==> src/rllc_pkg.sv <==
// ----------------------------------------------------------------------------
// Run-length line compressor package
// Shared widths, constants and the result entry type.
// ----------------------------------------------------------------------------
package rllc_pkg;

   localparam int DEFAULT_MAX_LINE = 32768;
   localparam int LEN_W            = 16;
   localparam int CNT_W            = 17;
   localparam int RUN_W            = 9;
   localparam int BUF_DEPTH        = 4;
   localparam int BUF_IDX_W        = 2;
   localparam int BUF_CNT_W        = 3;

   localparam logic [RUN_W-1:0] RUN_BIAS = RUN_W'(2);
   localparam logic [RUN_W-1:0] RUN_CAP  = RUN_W'(8'hff) + RUN_BIAS;

   typedef struct packed {
      logic [7:0]       out_byte;
      logic             has_byte;
      logic             run_last;
      logic             line_done;
      logic [LEN_W-1:0] byte_count;
   } result_type;

endpackage

==> src/run_length_line_compressor.sv <==
// ----------------------------------------------------------------------------
// Run-length line compressor
// Compresses raster lines byte by byte into literals and repeat counts.
// ----------------------------------------------------------------------------
// Bytes of a line arrive on the req_ channel, one per transaction, with
// req_tlast on the final byte of the line. Compressed bytes and the line-end
// report leave on the rsp_ channel; the report has rsp_tlast set and carries
// the compressed length. csr_wen writes the line length, clamped to MAX_LINE.
// An accepted byte is compressed in the cycle of acceptance and its results
// are loaded into a four-entry output queue; the first result is visible in the
// next cycle. Each input byte causes zero to four results, which leave one
// per cycle while the receiver is ready, through the output queue's single
// read port. A new byte is taken while the last queued result is being
// delivered.
// When the receiver stalls, the queue holds and req_tready stays low while
// any result is waiting. Reset empties the queue, sets the line length
// to its default and opens a fresh line.
// ----------------------------------------------------------------------------
module run_length_line_compressor #(
   parameter int MAX_LINE = rllc_pkg::DEFAULT_MAX_LINE
) (
   input  logic                     clock,
   input  logic                     reset,
   input  logic                     req_tvalid,
   output logic                     req_tready,
   input  logic [7:0]               req_tdata,   // data_byte
   input  logic                     req_tlast,   // line_last
   output logic                     rsp_tvalid,
   input  logic                     rsp_tready,
   output logic [23:0]              rsp_tdata,   // out_byte, byte_count
   output logic [1:0]               rsp_tuser,   // has_byte, run_last
   output logic                     rsp_tlast,   // line_done
   input  logic                     csr_wen,
   input  logic [rllc_pkg::LEN_W-1:0] csr_wdata  // line_length
);
   import rllc_pkg::*;

   localparam logic [CNT_W-1:0] MAX_LEN   = CNT_W'(MAX_LINE);
   localparam logic [LEN_W-1:0] RESET_LEN =
      LEN_W'((DEFAULT_MAX_LINE > MAX_LINE) ? MAX_LINE : DEFAULT_MAX_LINE);

   logic [LEN_W-1:0]     line_length_ff;
   logic [7:0]           held_byte_ff,  held_byte_in;
   logic [RUN_W-1:0]     run_count_ff,  run_count_in;
   logic [CNT_W-1:0]     emitted_ff,    emitted_in;
   logic                 line_start_ff, line_start_in;
   logic [LEN_W-1:0]     bytes_in_ff,   bytes_in_in;
   result_type           res_buf_ff [BUF_DEPTH];
   result_type           res_buf_in [BUF_DEPTH];
   logic [BUF_CNT_W-1:0] res_cnt_ff,    res_cnt_in;
   logic                 req_accept;
   logic                 rsp_take;

   assign rsp_take   = rsp_tvalid && rsp_tready;
   assign req_tready = (res_cnt_ff == '0) ||
                       ((res_cnt_ff == BUF_CNT_W'(1)) && rsp_tready);
   assign req_accept = req_tvalid && req_tready;

   assign rsp_tvalid = (res_cnt_ff != '0);
   assign rsp_tdata  = {res_buf_ff[0].byte_count, res_buf_ff[0].out_byte};
   assign rsp_tuser  = {res_buf_ff[0].run_last, res_buf_ff[0].has_byte};
   assign rsp_tlast  = res_buf_ff[0].line_done;

   always_comb begin
      logic [CNT_W-1:0]     len;
      logic [BUF_CNT_W-1:0] k;
      logic [LEN_W-1:0]     cnt;

      len           = {1'b0, line_length_ff};
      k             = '0;
      cnt           = '0;
      held_byte_in  = held_byte_ff;
      run_count_in  = run_count_ff;
      emitted_in    = emitted_ff;
      line_start_in = line_start_ff;
      bytes_in_in   = bytes_in_ff;
      for (int i = 0; i < BUF_DEPTH; i++) begin
         res_buf_in[i] = '0;
      end

      if (({1'b0, bytes_in_ff} < len) && (emitted_ff < len)) begin
         bytes_in_in = bytes_in_ff + LEN_W'(1);
         if (!line_start_ff && (req_tdata == held_byte_ff)) begin
            if (run_count_ff < RUN_CAP) begin
               run_count_in = run_count_ff + RUN_W'(1);
            end else begin
               res_buf_in[0].out_byte = held_byte_ff;
               res_buf_in[0].has_byte = 1'b1;
               res_buf_in[1].out_byte = 8'(run_count_ff - RUN_BIAS);
               res_buf_in[1].has_byte = 1'b1;
               res_buf_in[2].out_byte = req_tdata;
               res_buf_in[2].has_byte = 1'b1;
               k            = BUF_CNT_W'(3);
               run_count_in = RUN_W'(1);
               emitted_in   = emitted_ff + CNT_W'(3);
            end
         end else begin
            if (run_count_ff > RUN_W'(1)) begin
               res_buf_in[0].out_byte = held_byte_ff;
               res_buf_in[0].has_byte = 1'b1;
               res_buf_in[1].out_byte = 8'(run_count_ff - RUN_BIAS);
               res_buf_in[1].has_byte = 1'b1;
               k          = BUF_CNT_W'(2);
               emitted_in = emitted_ff + CNT_W'(2);
            end
            res_buf_in[k[BUF_IDX_W-1:0]].out_byte = req_tdata;
            res_buf_in[k[BUF_IDX_W-1:0]].has_byte = 1'b1;
            k             = k + BUF_CNT_W'(1);
            held_byte_in  = req_tdata;
            run_count_in  = RUN_W'(1);
            emitted_in    = emitted_in + CNT_W'(1);
            line_start_in = 1'b0;
         end
      end

      if (req_tlast) begin
         if (run_count_in > RUN_W'(1)) begin
            if ((emitted_in + CNT_W'(2)) < len) begin
               res_buf_in[k[BUF_IDX_W-1:0]].out_byte = held_byte_in;
               res_buf_in[k[BUF_IDX_W-1:0]].has_byte = 1'b1;
               k = k + BUF_CNT_W'(1);
               res_buf_in[k[BUF_IDX_W-1:0]].out_byte = 8'(run_count_in - RUN_BIAS);
               res_buf_in[k[BUF_IDX_W-1:0]].has_byte = 1'b1;
               k          = k + BUF_CNT_W'(1);
               emitted_in = emitted_in + CNT_W'(2);
            end else begin
               emitted_in = len;
            end
         end
         cnt = emitted_in[CNT_W-1] ? {LEN_W{1'b1}} : emitted_in[LEN_W-1:0];
         res_buf_in[k[BUF_IDX_W-1:0]].line_done  = 1'b1;
         res_buf_in[k[BUF_IDX_W-1:0]].byte_count = cnt;
         k             = k + BUF_CNT_W'(1);
         held_byte_in  = '0;
         run_count_in  = '0;
         emitted_in    = '0;
         line_start_in = 1'b1;
         bytes_in_in   = '0;
      end

      if (k != '0) begin
         res_buf_in[k[BUF_IDX_W-1:0] - BUF_IDX_W'(1)].run_last = 1'b1;
      end
      res_cnt_in = k;
   end

   always_ff @(posedge clock) begin
      if (reset) begin
         line_length_ff <= RESET_LEN;
         held_byte_ff   <= '0;
         run_count_ff   <= '0;
         emitted_ff     <= '0;
         line_start_ff  <= 1'b1;
         bytes_in_ff    <= '0;
         res_cnt_ff     <= '0;
      end else begin
         if (csr_wen) begin
            line_length_ff <= ({1'b0, csr_wdata} > MAX_LEN) ?
                              MAX_LEN[LEN_W-1:0] : csr_wdata;
         end
         if (req_accept) begin
            held_byte_ff  <= held_byte_in;
            run_count_ff  <= run_count_in;
            emitted_ff    <= emitted_in;
            line_start_ff <= line_start_in;
            bytes_in_ff   <= bytes_in_in;
            res_cnt_ff    <= res_cnt_in;
         end else if (rsp_take) begin
            res_cnt_ff <= res_cnt_ff - BUF_CNT_W'(1);
         end
      end
   end

   always_ff @(posedge clock) begin
      if (req_accept) begin
         res_buf_ff <= res_buf_in;
      end else if (rsp_take) begin
         for (int i = 0; i < BUF_DEPTH - 1; i++) begin
            res_buf_ff[i] <= res_buf_ff[i+1];
         end
      end
   end

endmodule
==> config.mk <==
export PLATFORM = sky130hd
export DESIGN_NAME = run_length_line_compressor
export DESIGN_NICKNAME = d
export VERILOG_FILES = /design/src/rllc_pkg.sv /design/src/run_length_line_compressor.sv
export SDC_FILE = /design/constraint.sdc
export NUM_CORES = 1
export LEC_CHECK = 0
export BUFFER_PORTS_ARGS = -buffer_cell sky130_fd_sc_hd__buf_2
export CAP_MARGIN = 20
export CORE_ASPECT_RATIO = 0.6
export CORE_UTILIZATION = 40
export CTS_BUF_LIST = sky130_fd_sc_hd__clkbuf_4
export CTS_CLUSTER_SIZE = 12
export DETAILED_ROUTE_END_ITERATION = 6
export MAX_ROUTING_LAYER = met4
export PLACE_DENSITY_LB_ADDON = 0.12
export SLEW_MARGIN = 20
export SYNTH_ARGS = -nofsm -noshare
export SYNTH_HDL_FRONTEND = slang
export SYNTH_SLANG_ARGS = --single-unit
==> constraint.sdc <==
create_clock -name clock -period 7.53 [get_ports clock]
set_clock_uncertainty 0.2 [all_clocks]
set_input_delay 1.506 -clock clock [delete_from_list [all_inputs] [get_ports clock]]
set_output_delay 1.506 -clock clock [all_outputs]
set_load 0.01 [all_outputs]
==> summary.log <==
[power] total power per unit cell area 290 mW/mm^2
[global_routing] met3 track utilization from global routing 7.74%
[logic_synthesis] predominant post-synthesis flop cell edfxtp_1
[setup_path] Worst R2R Start run_count_ff[1]
[logic_synthesis] syn_area_per_cell 8.88 um^2
[logic_synthesis] synthesis warning total 0
[timing] transition at the pin with the smallest max-transition slack 1140 ps
[logic_synthesis] part of the Yosys area used for sequential elements 38.8%
[setup_path] critical path capture point type register
[logic_synthesis] mapped cell area 0.0120 mm^2
[clocking] cts bufs inserted 17
[clocking] clock-pin slew of the registers on the worst-case setup and hold paths 160 ps
[placed_design] DP Wirelength 29500 um
[hold_path] worst hold stages 2
[timing] worst max-slew margin expressed relative to the limit 23.6%
[global_routing] GRT busiest layer met1
[clocking] maximum root-to-sink buffer count 2
[routing] drt first-iter violations 992
[routing] Antenna Violating Nets Remaining 0
[finish] number of non-filler instances in the completed layout 1825
[setup_path] data required time at the worst endpoint 7730 ps
[clocking] TritonCTS clock tree done
[logic_synthesis] number of flip-flops and latches in the synthesized netlist 178
[placed_design] weighted congestion at the end of routability-driven global placement 0.951
[setup_path] type of the worst setup path register to register
[global_routing] Global Route met1 Usage 41.2%
[global_routing] wire length of the first global-routing pass 59800 um
[setup_path] reg-to-reg critical path endpoint rsp_tuser[1]
[global_routing] vias in the first global route 9807
[setup_path] category of cells accounting for the largest share of critical-path delay compound AO/OA/AOI/OAI gates
[setup_path] most frequent cell on the critical path ha_1
[setup_path] r2r worst-path depth 31
[finish] proportion of layout cells with a drive suffix above 1 17.3%
[floorplan] IO Count 59
[floorplan] floorplan die height 136 um
[routing] detailed-route wire length 39500 um
[logic_synthesis] Cells after Synth 1347
[setup_path] largest fanout of any net on the critical path 9
[finish] Area growth, synth to finish 11.0%
[placed_design] number of instances in the placed design 1789
[logic_synthesis] number of enable-type register cells in the synthesized netlist 108
[routing] Vias/cell 5.99
[timing] crit path time final 7040 ps
[timing] setup violation total in the final timing report 0
[clocking] clock insertion delay at the later pin of the skew report 660 ps
[routing] via count of the routed design 10.9k
[timing] Max Clock Freq 0.142 GHz
[hold_path] path category of the worst min-delay check register to register
[floorplan] die area 0.0306 mm^2
[run] max-cap violation count 0
[hold_path] destination of the worst hold path res_cnt_ff[1]
[timing] period utilisation layout 93.5%
[placed_design] placement-stage worst setup slack 135 ps
[power] Leak 0.00513 uW
[setup_path] slack of the worst reg-to-reg path 490 ps
[setup_path] CP Launch Type register
[clocking] total number of H-tree levels 4
[floorplan] initial cell density of the core 41.2%
[global_routing] GRT Total Usage 26.8%
[power] worst IR drop on VDD 0.122 mV
[placed_design] number of port buffers 58
[timing] setup repair after global routing missed its margin no
[timing] number of hold-slack violations in the final timing report 0
[global_routing] number of antenna violations at the first check in global routing 1
[timing] Final WS setup 486 ps
[timing] Final Slew Violations 0
[setup_path] Crit-path slowest cell dfxtp_2
[setup_path] CP startpoint run_count_ff[1]
[floorplan] Placement Rows 48
[global_routing] global route overflow 0
[clocking] count of hold buffers inserted by post-cts repair 0
[clocking] clk root buf clkbuf_4
[setup_path] crit path DAT 7250 ps
[routing] per-cell routed wire length 21.6 um
[hold_path] startpoint of the lowest-slack hold path res_cnt_ff[1]
[timing] Total Negative Setup Slacks 0 ps
[clocking] sinks on the clock net 178
[floorplan] core footprint 0.0291 mm^2
[setup_path] sum of buffers and inverters on the critical path 4
[floorplan] width of the chip 225 um
[setup_path] stage delay of the slowest cell on the critical path 400 ps
[global_routing] largest net degree at the start of global routing 64
[finish] number of nets in the final layout 1506
[logic_synthesis] Distinct cells, synth 91
[routing] DR DRC count 0
[outcome] run status complete, no violations
[global_routing] met2 Use GR 32.9%
[logic_synthesis] share of async-settable or async-resettable flops after synthesis 0%
[routing] number of iterations in the first detailed-routing pass 5
-- Yosys cell counts, types with 11 or more instances --
library cell / number / area share, %
dfxtp_1: 70 / 12
a22oi_1: 32 / 2.0
o21ai_0: 59 / 2.5
nor4_1: 12 / 0.63
and3_1: 20 / 1.0
nand2b_1: 14 / 0.73
nor3_1: 35 / 1.5
xnor2_1: 30 / 2.2
buf_4: 27 / 1.7
inv_1: 40 / 1.3
nand4_1: 24 / 1.3
clkbuf_1: 70 / 2.2
a31oi_1: 19 / 0.99
o211ai_1: 12 / 0.75
nor2_1: 153 / 4.8
nand3_1: 37 / 1.5
a21oi_1: 69 / 2.9
xor2_1: 21 / 1.5
and2_1: 11 / 0.58
a2bb2oi_1: 15 / 1.1
o31ai_1: 42 / 2.6
ha_1: 65 / 6.8
nand2_1: 146 / 4.6
edfxtp_1: 108 / 27
-- cells by family after synthesis --
logic type                 synth area share (%)
and+or+nand+nor                            20.5
xor gates and xnor gates                   3.73
other                                    0.0628
adders and majority gates                  6.80
muxes                                     0.701
DFF                                        38.8
buffers and inverters                      5.85
AOI/OAI and AO/OA                          23.5
-- worst reg2reg max path, delay by kind of cell (launching register included) --
family / cells / cell delay [ps]
xor gates and xnor gates: 1 / 160
and+or+nand+nor: 9 / 1240
buffers and inverters: 4 / 600
adders and majority gates: 4 / 1090
AOI/OAI and AO/OA: 11 / 2470
muxes: 2 / 640
DFF: 1 / 400
-- metrics by stage --
step                hold WS (ps)  cell area (um^2)  power [uW]  utilization, %
CTS                          275             13200        3840            45.5
global placement             250             12900        3220            44.4
detailed placement           254             12900        3230            44.4
floorplan                    232             12000        2730               -
global route                 296             13300        4100            45.7
finish                       267             13300        3860            45.7
-- final cells by class --
type	count	area [um^2]
Antenna cell	1	2.50
Clock buffer	19	143
Clock inverter	13	171
Fill cell	2895	15800
Inverter	41	155
Multi-Input combinational cell	1024	6690
Sequential cell	178	4650
Tap cell	400	500
Timing Repair Buffer	149	973
-- sequential cells by signal (all words and copies together) (netlist names) --
signal	count
held_byte_ff	8
line_length_ff	16
bytes_in_ff	16
res_cnt_ff	3
rsp_tuser	2
emitted_ff	17
res_buf_ff	81
rsp_tdata	24
rsp_tlast	1
line_start_ff	1
run_count_ff	9
-- metal layers --
metal | part of all wire [%] | up-vias
met1 | 53 | 5325
met5 | 0 | -
met2 | 37 | 404
met4 | 1.3 | 0
met3 | 8.9 | 34
li1 | - | 5162
-- worst max path at each step --
stage	endpoint	slack [ps]	cells past startpoint
finish	rsp_tuser[1]	490	31
global route	rsp_tuser[1]	80	30
CTS	rsp_tuser[1]	220	31
detailed placement	rsp_tuser[1]	130	25
global placement	rsp_tuser[1]	360	30
floorplan	res_buf_ff[55]	430	33
-- timing repair --
| action | CTS | global route |
|---|---|---|
| resized for setup | 0 | 9 |
| endpoints found under the setup margin | 0 | 87 |
| buffers inserted | 0 | 3 |
| endpoints found under the hold margin | 0 | 0 |
-- where the power goes --
| group | switching, uW | leakage [uW] | total, uW | internal, uW |
|---|---|---|---|---|
| sequential | 99.1 | 0.00164 | 1560 | 1460 |
| combinational | 1110 | 0.00333 | 1680 | 569 |
| clock | 397 | 0.000163 | 615 | 218 |
-- cells in the final DEF (no fill, tap or decap), types with 34 or more instances in the layout --
| cell | n |
|---|---|
| a21oi_1 | 69 |
| buf_2 | 58 |
| buf_4 | 91 |
| dfxtp_1 | 68 |
| edfxtp_1 | 108 |
| ha_1 | 65 |
| inv_1 | 38 |
| nand2_1 | 145 |
| nand3_1 | 37 |
| nor2_1 | 152 |
| nor3_1 | 34 |
| o21ai_0 | 59 |
| o31ai_1 | 42 |
Power figures use the tool's default switching activity.
